## config.mk

```make
export PLATFORM = sky130hd
export DESIGN_NAME = crc8_hamming74_two_layer_codec_flat
export DESIGN_NICKNAME = d
export VERILOG_FILES = /design/src/rtl/c8h74_pkg.sv /design/src/rtl/c8h74_if.sv /design/src/rtl/crc8_hamming74_two_layer_codec.sv /design/src/rtl/c8h74_enc.sv /design/src/rtl/c8h74_dec.sv /design/src/flat_wrapper.sv
export SDC_FILE = /design/constraint.sdc
export NUM_CORES = 1
export LEC_CHECK = 0
export ABC_AREA = 0
export BUFFER_PORTS_ARGS = -buffer_cell sky130_fd_sc_hd__buf_2
export CAP_MARGIN = 10
export CORE_UTILIZATION = 40
export CTS_CLUSTER_DIAMETER = 150
export DETAILED_ROUTE_END_ITERATION = 16
export PLACE_DENSITY = 0.59
export REMOVE_ABC_BUFFERS = 1
export SLEW_MARGIN = 40
export SYNTH_ARGS = -nofsm -noshare
export SYNTH_HDL_FRONTEND = slang
export SYNTH_SLANG_ARGS = --single-unit
```

## constraint.sdc

```tcl
create_clock -name i_clk -period 6.2 [get_ports i_clk]
set_input_delay 1.24 -clock i_clk [delete_from_list [all_inputs] [get_ports i_clk]]
set_output_delay 1.24 -clock i_clk [all_outputs]
set_load 0.01 [all_outputs]
```

## src/rtl/c8h74_pkg.sv

```systemverilog
// Package for the CRC-8 / Hamming(7,4) two-layer codec.
// Holds command codes, result types and the CRC and Hamming helper functions.
// No dependencies.
package c8h74_pkg;

    localparam int unsigned DATA_W  = 16;
    localparam int unsigned CRC_W   = 8;
    localparam int unsigned MSG_W   = DATA_W + CRC_W;
    localparam int unsigned NIBBLES = MSG_W / 4;
    localparam int unsigned CW_W    = NIBBLES * 7;

    localparam logic [CRC_W-1:0] CRC_POLY = 8'h07;

    typedef enum logic {
        CMD_ENCODE = 1'b0,
        CMD_DECODE = 1'b1
    } t_cmd;

    typedef struct packed {
        logic [DATA_W-1:0] data;
        logic              crc_error;
    } t_dec_res;

    // Bit to flip for each syndrome, 0 = leftmost bit of the 7-bit word.
    localparam logic [2:0] FLIP_POS [8] = '{3'd0, 3'd6, 3'd5, 3'd3,
                                            3'd4, 3'd0, 3'd1, 3'd2};

    // x^(k+8) mod P: CRC contribution of message bit k (bit 0 = last bit fed).
    function automatic logic [CRC_W-1:0] crc8_col(input int unsigned k);
        logic [CRC_W-1:0] r;
        int unsigned      i;
        r = 8'h01;
        for (i = 0; i < k + CRC_W; i++) begin
            r = r[CRC_W-1] ? ((r << 1) ^ CRC_POLY) : (r << 1);
        end
        return r;
    endfunction

    // d0 in bit 3 -> d0 d1 d2 d3 p0 p1 p2 (d0 in bit 6).
    function automatic logic [6:0] ham_enc(input logic [3:0] n);
        logic p0, p1, p2;
        p0 = n[3] ^ n[2] ^ n[1];
        p1 = n[2] ^ n[1] ^ n[0];
        p2 = n[3] ^ n[1] ^ n[0];
        return {n, p0, p1, p2};
    endfunction

    function automatic logic [3:0] ham_dec(input logic [6:0] w);
        logic [2:0] syn;
        logic [6:0] flip;
        syn[2] = w[6] ^ w[5] ^ w[4] ^ w[2];
        syn[1] = w[5] ^ w[4] ^ w[3] ^ w[1];
        syn[0] = w[6] ^ w[4] ^ w[3] ^ w[0];
        flip   = (syn != 3'd0) ? (7'b1000000 >> FLIP_POS[syn]) : 7'd0;
        return w[6:3] ^ flip[6:3];
    endfunction

endpackage

```

## src/rtl/c8h74_if.sv

```systemverilog
// Valid/ready channel interfaces for the codec input and result transfers.
// Depends on c8h74_pkg for field widths.
interface c8h74_in_if import c8h74_pkg::*; ();
    logic              valid;
    logic              ready;
    logic              command;
    logic [DATA_W-1:0] data_word;
    logic [CW_W-1:0]   received_codeword;

    modport source (output valid, command, data_word, received_codeword, input ready);
    modport sink   (input valid, command, data_word, received_codeword, output ready);
endinterface

interface c8h74_out_if import c8h74_pkg::*; ();
    logic              valid;
    logic              ready;
    logic [CW_W-1:0]   encoded_codeword;
    logic [DATA_W-1:0] decoded_data;
    logic              crc_error;

    modport source (output valid, encoded_codeword, decoded_data, crc_error, input ready);
    modport sink   (input valid, encoded_codeword, decoded_data, crc_error, output ready);
endinterface

```

## src/rtl/crc8_hamming74_two_layer_codec.sv

```systemverilog
// CRC-8 + Hamming(7,4) codec top: input register, XOR network, result register.
// An input transfer loads the input register; the result register takes its result once it is free.
// Throughput: one item per cycle while o_out.ready holds; one combinational encode/decode stage sets it.
// Reset (i_rst_n, synchronous, active low) clears both stage valid flags only.
// Depends on c8h74_pkg, c8h74_if, c8h74_enc, c8h74_dec.
module crc8_hamming74_two_layer_codec import c8h74_pkg::*; (
    input  logic               i_clk,
    input  logic               i_rst_n,
    c8h74_in_if.sink           i_in,
    c8h74_out_if.source        o_out
);

    logic              r_s1_valid;
    logic              r_s1_cmd;
    logic [DATA_W-1:0] r_s1_data;
    logic [CW_W-1:0]   r_s1_cw;

    logic              r_s2_valid;
    logic [CW_W-1:0]   r_s2_enc;
    logic [DATA_W-1:0] r_s2_dec;
    logic              r_s2_err;

    logic              w_s2_free;
    logic              w_s1_adv;
    logic [CW_W-1:0]   w_enc_cw;
    t_dec_res          w_dec;
    logic              n_is_dec;

    assign w_s2_free  = !r_s2_valid || o_out.ready;
    assign w_s1_adv   = r_s1_valid && w_s2_free;
    assign i_in.ready = !r_s1_valid || w_s2_free;
    assign n_is_dec   = (t_cmd'(r_s1_cmd) == CMD_DECODE);

    c8h74_enc u_enc (
        .i_data     (r_s1_data),
        .o_codeword (w_enc_cw)
    );

    c8h74_dec u_dec (
        .i_codeword (r_s1_cw),
        .o_res      (w_dec)
    );

    always_ff @(posedge i_clk) begin
        if (!i_rst_n) begin
            r_s1_valid <= 1'b0;
        end else if (i_in.ready) begin
            r_s1_valid <= i_in.valid;
        end
        if (i_in.valid && i_in.ready) begin
            r_s1_cmd  <= i_in.command;
            r_s1_data <= i_in.data_word;
            r_s1_cw   <= i_in.received_codeword;
        end
    end

    always_ff @(posedge i_clk) begin
        if (!i_rst_n) begin
            r_s2_valid <= 1'b0;
        end else if (w_s2_free) begin
            r_s2_valid <= r_s1_valid;
        end
        if (w_s1_adv) begin
            r_s2_enc <= n_is_dec ? '0 : w_enc_cw;
            r_s2_dec <= n_is_dec ? w_dec.data : '0;
            r_s2_err <= n_is_dec ? w_dec.crc_error : 1'b0;
        end
    end

    assign o_out.valid            = r_s2_valid;
    assign o_out.encoded_codeword = r_s2_enc;
    assign o_out.decoded_data     = r_s2_dec;
    assign o_out.crc_error        = r_s2_err;

`ifndef SYNTHESIS
    a_err_zero_data: assert property (@(posedge i_clk) disable iff (!i_rst_n)
        (r_s2_valid && r_s2_err) |-> (r_s2_dec == '0))
        else $error("decoded data not cleared on CRC error");

    a_one_result_kind: assert property (@(posedge i_clk) disable iff (!i_rst_n)
        r_s2_valid |-> ((r_s2_enc == '0) || ((r_s2_dec == '0) && !r_s2_err)))
        else $error("encode and decode fields both set");

    a_s1_hold: assert property (@(posedge i_clk) disable iff (!i_rst_n)
        (r_s1_valid && !w_s2_free) |=> (r_s1_valid && $stable(r_s1_cw)
                                         && $stable(r_s1_data)))
        else $error("input stage lost item while result stalled");

    a_ready_when_free: assert property (@(posedge i_clk) disable iff (!i_rst_n)
        !r_s2_valid |-> i_in.ready)
        else $error("input not ready with empty result register");
`endif

endmodule

```

## src/rtl/c8h74_enc.sv

```systemverilog
// Encoder: appends CRC-8 to 16 data bits and maps six nibbles to Hamming(7,4).
// Depends on c8h74_pkg.
module c8h74_enc import c8h74_pkg::*; (
    input  logic [DATA_W-1:0] i_data,
    output logic [CW_W-1:0]   o_codeword
);

    logic [CRC_W-1:0] w_crc;
    logic [MSG_W-1:0] w_msg;

    always_comb begin
        w_crc = '0;
        for (int k = 0; k < DATA_W; k++) begin
            w_crc = w_crc ^ ({CRC_W{i_data[k]}} & crc8_col(k));
        end
    end

    assign w_msg = {i_data, w_crc};

    for (genvar g = 0; g < NIBBLES; g++) begin : g_nib
        assign o_codeword[7*g +: 7] = ham_enc(w_msg[4*g +: 4]);
    end

endmodule

```

## src/rtl/c8h74_dec.sv

```systemverilog
// Decoder: corrects one bit per 7-bit word, rebuilds 24 bits, checks CRC-8.
// Depends on c8h74_pkg.
module c8h74_dec import c8h74_pkg::*; (
    input  logic [CW_W-1:0] i_codeword,
    output t_dec_res        o_res
);

    logic [MSG_W-1:0] w_msg;
    logic [CRC_W-1:0] w_rem;

    for (genvar g = 0; g < NIBBLES; g++) begin : g_word
        assign w_msg[4*g +: 4] = ham_dec(i_codeword[7*g +: 7]);
    end

    always_comb begin
        w_rem = '0;
        for (int k = 0; k < MSG_W; k++) begin
            w_rem = w_rem ^ ({CRC_W{w_msg[k]}} & crc8_col(k));
        end
    end

    assign o_res.crc_error = (w_rem != '0);
    assign o_res.data      = o_res.crc_error ? '0 : w_msg[MSG_W-1 -: DATA_W];

endmodule
```

## src/flat_wrapper.sv

```systemverilog
// flat-port wrapper written by rule: the top's interface ports become plain ports
module crc8_hamming74_two_layer_codec_flat import c8h74_pkg::*;
  (i_clk, i_rst_n, i_in_valid, i_in_command, i_in_data_word, i_in_received_codeword, i_in_ready, o_out_valid, o_out_encoded_codeword, o_out_decoded_data, o_out_crc_error, o_out_ready);
  c8h74_in_if i_in_i ();
  c8h74_out_if o_out_i ();
  input  logic i_clk;
  input  logic i_rst_n;
  input wire logic [$bits(i_in_i.valid)-1:0] i_in_valid;
  input wire logic [$bits(i_in_i.command)-1:0] i_in_command;
  input wire logic [$bits(i_in_i.data_word)-1:0] i_in_data_word;
  input wire logic [$bits(i_in_i.received_codeword)-1:0] i_in_received_codeword;
  output wire logic [$bits(i_in_i.ready)-1:0] i_in_ready;
  output wire logic [$bits(o_out_i.valid)-1:0] o_out_valid;
  output wire logic [$bits(o_out_i.encoded_codeword)-1:0] o_out_encoded_codeword;
  output wire logic [$bits(o_out_i.decoded_data)-1:0] o_out_decoded_data;
  output wire logic [$bits(o_out_i.crc_error)-1:0] o_out_crc_error;
  input wire logic [$bits(o_out_i.ready)-1:0] o_out_ready;
  assign i_in_i.valid = i_in_valid;
  assign i_in_i.command = i_in_command;
  assign i_in_i.data_word = i_in_data_word;
  assign i_in_i.received_codeword = i_in_received_codeword;
  assign i_in_ready = i_in_i.ready;
  assign o_out_valid = o_out_i.valid;
  assign o_out_encoded_codeword = o_out_i.encoded_codeword;
  assign o_out_decoded_data = o_out_i.decoded_data;
  assign o_out_crc_error = o_out_i.crc_error;
  assign o_out_i.ready = o_out_ready;
  crc8_hamming74_two_layer_codec u_core (.i_clk(i_clk), .i_rst_n(i_rst_n), .i_in(i_in_i), .o_out(o_out_i));
endmodule
```

---- Word-level counts from Yosys, hierarchy flattened ----
Memory sizes are Yosys's and may differ from the RTL's.
Cells that the tools add are included.
word-level totals
  memories kept ........................... 6
  bits in read-only memories .............. 144
  bits in registers ....................... 120
cells by class
  bitwise logic cells ..................... 141
  shift operators ......................... 6
  muxes and demuxes ....................... 18
  $lt $le $gt $ge ......................... 6
  reduce and logical (&&, ||, !) cells .... 14
memory list
  name             words  width  read ports  clocked after Yosys merged registers in  write ports  RTL line         RTL
  (no name shown)  8      3      1           0                                        0            c8h74_pkg.sv:54  flip = (syn != 3'd0) ? (7'b1000000 >> FLIP_POS[syn]) : 7'd0;
  (no name shown)  8      3      1           0                                        0            c8h74_pkg.sv:54
  (no name shown)  8      3      1           0                                        0            c8h74_pkg.sv:54
  (no name shown)  8      3      1           0                                        0            c8h74_pkg.sv:54
  (no name shown)  8      3      1           0                                        0            c8h74_pkg.sv:54
  (no name shown)  8      3      1           0                                        0            c8h74_pkg.sv:54
operator list
  kind                                                                number
  8-bit bitwise XOR                                                   14
  1-bit bitwise XOR                                                   90
  8-bit by 7-bit bitwise XOR with 8-bit output                        9
  7-bit 2-to-1 mux                                                    6
  7-bit by 3-bit >> shifter with 7-bit output (first input constant)  6
  3-bit 2-to-1 mux                                                    12
  4-bit greater-or-equal comparator (second input constant)           6
  3-bit NOT with 4-bit output                                         6
  4-bit bitwise XOR                                                   6
  3-bit nonzero test                                                  6
  7-bit by 8-bit bitwise XOR with 8-bit output                        2
  8-bit by 5-bit bitwise XOR with 8-bit output                        2
  8-bit by 6-bit bitwise XOR with 8-bit output                        2
  6-bit by 7-bit bitwise XOR with 7-bit output                        2
  5-bit by 6-bit bitwise XOR with 6-bit output                        2
  4-bit by 5-bit bitwise XOR with 5-bit output                        2
  8-bit nonzero test                                                  1
  3-bit by 4-bit bitwise XOR with 4-bit output                        2
  8-bit by 4-bit bitwise XOR with 8-bit output                        1
  1-bit logical AND                                                   2
  1-bit zero test                                                     2
  1-bit logical OR                                                    2
  2-bit OR reduction                                                  1
  1-bit NOT                                                           1

---- Longest topological paths before layout ----
  depth after elaboration ................. 35
  gate-level depth with buffers ........... 17

---- Hierarchy ----
From an unflattened synthesis, not the netlist that was laid out.
unflattened totals
  cell total of the unflattened synthesis .. 639
  area, all modules ....................... 7778.7 µm²
modules (own cells, without submodules)
  module                          times used  area an instance (µm²)  cells an instance  sequential area each (µm²)
  crc8_hamming74_two_layer_codec  1           4041.4                  192                3583.4
  c8h74_dec                       1           2900.3                  370                0.0
  c8h74_enc                       1           837.1                   77                 0.0

---- Worst setup path after synthesis ----
No wires, ideal clock.
  path type ............................... input -> register
  start ................................... input port o_out_ready
  end ..................................... register u_core.r_s2_err, in the netlist u_core.o_out.crc_error, enable pin
  stages on the path ...................... 2
  path buffers ............................ 0
  required time ........................... 5.717 ns
  path slack .............................. 1.771 ns
  arrival time ............................ 3.946 ns
  path through ............................ nor2b_1 > nor2b_1
on the way
  cells in the longest elaborated chain, start to end .. 2
ends and longest elaborated chain
  item                       RTL line                              RTL
  start, declared            flat_wrapper.sv:17                    input wire logic [$bits(o_out_i.ready)-1:0] o_out_ready;
  1-bit logical OR           crc8_hamming74_two_layer_codec.sv:29  assign w_s2_free = !r_s2_valid || o_out.ready;
  1-bit logical AND          crc8_hamming74_two_layer_codec.sv:30  assign w_s1_adv = r_s1_valid && w_s2_free;
  named net u_core.w_s1_adv  crc8_hamming74_two_layer_codec.sv:24  logic w_s1_adv;
  end signal, assigned       crc8_hamming74_two_layer_codec.sv:66  r_s2_err <= n_is_dec ? w_dec.crc_error : 1'b0;
  end, declared              crc8_hamming74_two_layer_codec.sv:21  logic r_s2_err;
The timed path passes the listed nets, and every way through them passes these cells.
A chain may end at the register's enable or synchronous reset.

---- Final worst setup path ----
  start ................................... register u_core.r_s1_cw[26]
  end ..................................... register u_core.r_s2_dec[0], in the netlist u_core.o_out.decoded_data[0] (data pin)
on the way
  cells in the longest elaborated chain, start to end .. 24
  elaborated cells between the ends (all ways) .. 28
  those cells by class .................... shift (1); mux (3); bitwise (20); reduce/logical (3); memory (1)
ends and longest elaborated chain
  item                                                  RTL line                              RTL
  start, declared                                       crc8_hamming74_two_layer_codec.sv:16  logic [CW_W-1:0] r_s1_cw;
  start signal, assigned                                crc8_hamming74_two_layer_codec.sv:53  r_s1_cw <= i_in.received_codeword;
  1-bit bitwise XOR (on tied branches) (3 in series)    c8h74_pkg.sv:52, c8h74_pkg.sv:51
  3-bit NOT with 4-bit output (not written as such)     c8h74_pkg.sv:54
  memory 8 x 3 bit                                      --
  3-bit 2-to-1 mux (not written as such) (2 in series)  c8h74_pkg.sv:54
  7-bit by 3-bit >> shifter with 7-bit output           c8h74_pkg.sv:54
  7-bit 2-to-1 mux                                      c8h74_pkg.sv:54
  4-bit bitwise XOR *                                   c8h74_pkg.sv:55                       return w[6:3] ^ flip[6:3];
  8-bit by 7-bit bitwise XOR with 8-bit output          c8h74_dec.sv:18                       w_rem = w_rem ^ ({CRC_W{w_msg[k]}} & crc8_col(k));
  [... 4 more ...]                                      --
  8-bit bitwise XOR * (2 in series)                     c8h74_dec.sv:18
  8-bit by 7-bit bitwise XOR with 8-bit output *        c8h74_dec.sv:18
  8-bit bitwise XOR *                                   c8h74_dec.sv:18
  8-bit by 7-bit bitwise XOR with 8-bit output *        c8h74_dec.sv:18
  8-bit bitwise XOR *                                   c8h74_dec.sv:18
  8-bit by 4-bit bitwise XOR with 8-bit output *        c8h74_dec.sv:18
  8-bit nonzero test *                                  c8h74_dec.sv:22                       assign o_res.crc_error = (w_rem != '0);
  2-bit OR reduction (no source line) *                 --
  end signal, assigned                                  crc8_hamming74_two_layer_codec.sv:65  r_s2_dec <= n_is_dec ? w_dec.data : '0;
  end, declared                                         crc8_hamming74_two_layer_codec.sv:20  logic [DATA_W-1:0] r_s2_dec;
Every way passes the cells marked *; elsewhere a longest branch is shown, timed or not. The select of a mux whose other input is x is not followed.

==> flow_metrics.env <==
export IMPL_whs_ps=546
export IMPL_core_area_um2=17200
export IMPL_design_die_area_um2=18100
export IMPL_syn_area_per_cell_um2=12.3
export IMPL_p_int_w=0.00204
export IMPL_reg2reg_depth=12
export IMPL_worst_pin_slew_ps=786
export IMPL_yosys_area_top_type_share_pct=50.4
export IMPL_grt_start_max_net_pins=60
export IMPL_clk_latency_ps=420
export IMPL_finalHoldViolCount=0
export IMPL_first_global_vias=4432
export IMPL_clock_sinks=120
export IMPL_synth_edf_count=118
export IMPL_setup_worst_path_start="u_core.r_s1_cw[26]"
export IMPL_antenna_found_initial=0
export IMPL_placed_cell_area_um2=7870
export IMPL_drc=0
export IMPL_r2r_start="u_core.r_s1_cw[26]"
export IMPL_synth_most_common_cell="edfxtp_1"
export IMPL_cts_hold_fix_buffers=0
export IMPL_reg2reg_to="u_core.o_out.decoded_data[0]"
export IMPL_setup_viol=0
export IMPL_combPwrFrac_pct=36.0
export IMPL_async_reset_ff_share_pct=0
export IMPL_crit_arrival_ps=4900
export IMPL_worstPathCellList="xnor2_1, xnor2_1, ha_1, nor4_1, a31oi_1, and3_1, nor3_2, xnor3_1, xnor3_1, nor3_2, nand4_2, nor2_1"
export IMPL_cpPeakStageDelay_ps=600
export IMPL_drt_iter0_markers=180
export IMPL_drive_gt1_share_pct=26.5
export IMPL_slowest_stage="xnor2_1"
export IMPL_netSwitchingFraction_pct=33.2
export IMPL_post_cts_resize_count=0
export IMPL_clockBufferDepth=2
export IMPL_cellPowerDensity_nw_per_um2=362
export IMPL_dp_hpwl_um=10700
export IMPL_nFillCells=1580
export IMPL_rsz0062_at_grt="no"
export IMPL_final_cell_area_um2=8440
export IMPL_ys_ff_latch=120
export IMPL_n_antenna_cell=0
export IMPL_cts_max_level=4
export IMPL_worst_setup_hold_path_clk_slew_ps=60
export IMPL_reg2reg_setup_slack_ps=1550
export IMPL_max_cap_violations=0
export IMPL_wirelength_um=14300
export IMPL_crit_fanout=16
export IMPL_area_growth_pct=19.9
export IMPL_cts_tree="done"
export IMPL_critPathKind="flip-flop to flip-flop"
export IMPL_pwr_share_seq_pct=32.6
export IMPL_critPathLaunchType="flip-flop"
export IMPL_fin_crit_ps=4650
export IMPL_nets=770
export IMPL_synthFlopType="edfxtp_1"
export IMPL_clkPwrFrac_pct=31.3
export IMPL_dr_pass1_iters=6
export IMPL_relSlewSlack_pct=47.6
export IMPL_fmax_mhz=215
export IMPL_cts_buffers=17
export IMPL_fin_tns_setup_ps=0
export IMPL_boundaryPins=124
export IMPL_fp_dieW_um=135
export IMPL_final_max_slew_viol_count=0
export IMPL_routed_via_density=4.88
export IMPL_grt_pass1_wl_um=22400
export IMPL_synth_commonest_cells="118 x edfxtp_1, 105 x xnor2_1, 45 x xor2_1, 43 x nor2_1, 20 x nor2b_1"
export IMPL_p_leak_nw=3.24
export IMPL_yosysTopAreaCell="edfxtp_1"
export IMPL_period_share_pct=75.0
export IMPL_postLayoutCoreUtil_pct=49.0
export IMPL_grt_use_total_pct=16.2
export IMPL_worstPathRequired_ps=6450
export IMPL_post_cts_buffers=0
export IMPL_ys_warnings_count=0
export IMPL_hp_class="flip-flop to flip-flop"
export IMPL_final_setup_skew_ps=9.55
export IMPL_ant_nets=0
export IMPL_grt_overflow_total=0
export IMPL_syn_inst=570
export IMPL_initial_core_util_pct=40.8
export IMPL_synth_area_leaders="edfxtp_1 50%, xnor2_1 13%, xor2_1 5.6%"
export IMPL_vdd_drop_max_v=0.000209
export IMPL_portBuffers=123
export IMPL_routed_via_count=4547
export IMPL_wl_per_cell_um=15.3
export IMPL_gp_congestion=0.802
export IMPL_std_cell_rows=48
export IMPL_synth_cell_type_count=64
export IMPL_endpoint_kind="flip-flop"
export IMPL_switching_power_w=0.00101
export IMPL_outcome="finished, final reports clean"
export IMPL_cp_endpoint="u_core.o_out.decoded_data[0]"
export IMPL_yosysSeqAreaShare_pct=50.9
export IMPL_cts_root_buf="clkbuf_16"
export IMPL_fp_dieH_um=135
export IMPL_synth_cell_area_um2=7040
[layout by cell type (no fill, tap or decap), types with 8 or more instances in the layout]
| master | count |
|---|---|
| buf_2 | 123 |
| nor3_1 | 8 |
| xnor2_1 | 105 |
| nand3_1 | 8 |
| nor2_1 | 43 |
| xnor3_1 | 11 |
| nand2b_1 | 10 |
| nor2b_1 | 19 |
| clkbuf_16 | 17 |
| ha_1 | 14 |
| nor2_2 | 10 |
| xor2_1 | 45 |
| nand2_1 | 17 |
| a21oi_1 | 17 |
| edfxtp_1 | 118 |
| inv_1 | 13 |
[cell type report]
class,count,area (um2),share of cell area [%]
clock buffers,17,425,5.04
clock inverters,15,146,1.73
inverters,14,52.6,0.623
multi-input cells,414,3310,39.2
flip-flops and latches,120,3580,42.5
well taps,225,282,3.34
repair buffers,126,638,7.56
[logic make-up (layout without fill, tap and decap cells)]
| group | count (synthesis) | count (layout) | share of synthesized area [%] |
|---|---|---|---|
| simple gates | 161 | 161 | 12.6 |
| fa+ha+maj | 14 | 14 | 2.49 |
| mux | 5 | 5 | 0.711 |
| buf+inv | 36 | 172 | 2.13 |
| compound gates | 63 | 63 | 6.31 |
| xor+xnor | 171 | 171 | 24.8 |
| flops | 120 | 120 | 50.9 |
[how the worst min path moves through the flow]
stage / start / end / slack (ps) / cells after the start
global route: u_core.r_s1_valid / u_core.o_out.valid / 590 / 1
finish: u_core.r_s1_valid / u_core.o_out.valid / 550 / 1
floorplan: u_core.r_s1_valid / u_core.o_out.valid / 480 / 1
detailed placement: u_core.r_s1_valid / u_core.o_out.valid / 550 / 1
global placement: u_core.r_s1_valid / u_core.o_out.valid / 500 / 1
CTS: u_core.r_s1_valid / u_core.o_out.valid / 560 / 1
[power by group through the flow]
stage,registers (W),logic [W],clock network [W]
after floorplan,0.00103,0.000880,0
after global placement,0.00101,0.00107,0
after detailed placement,0.00101,0.00110,0
after CTS,0.000997,0.00111,0.000983
after global routing,0.00100,0.00122,0.00100
final,0.000997,0.00110,0.000957
[worst max-delay path, delay by kind of cell (launching register included)]
family	cells	cell delay, ps
simple gates	6	1760
xor+xnor	4	1690
flops	1	530
fa+ha+maj	1	400
compound gates	1	100
[metrics by stage]
stage                     std cells  power, W  setup slack (ps)
final                           931   0.00305              1550
after global routing            931   0.00322              1160
after CTS                       931   0.00309              1510
after detailed placement        899   0.00212              1560
after global placement          899   0.00209              1780
after floorplan                 548   0.00191              1770
[sequential cells by signal, summed over array words and instances (netlist names)]
| signal | flops |
|---|---|
| u_core.o_out.decoded_data | 16 |
| u_core.n_is_dec | 1 |
| u_core.r_s1_data | 16 |
| u_core.o_out.valid | 1 |
| u_core.o_out.crc_error | 1 |
| u_core.r_s1_valid | 1 |
| u_core.o_out.encoded_codeword | 42 |
| u_core.r_s1_cw | 42 |
[per-layer routing]
layer | wire length, um | vias up | track usage (%)
li1 | - | 2265 | -
met1 | 6490 | 2164 | 20.7
met2 | 6970 | 103 | 26.5
met3 | 584 | 15 | 3.57
met4 | 225 | 0 | 6.68
met5 | 0 | - | 0
(Power assumes the default switching activity.)
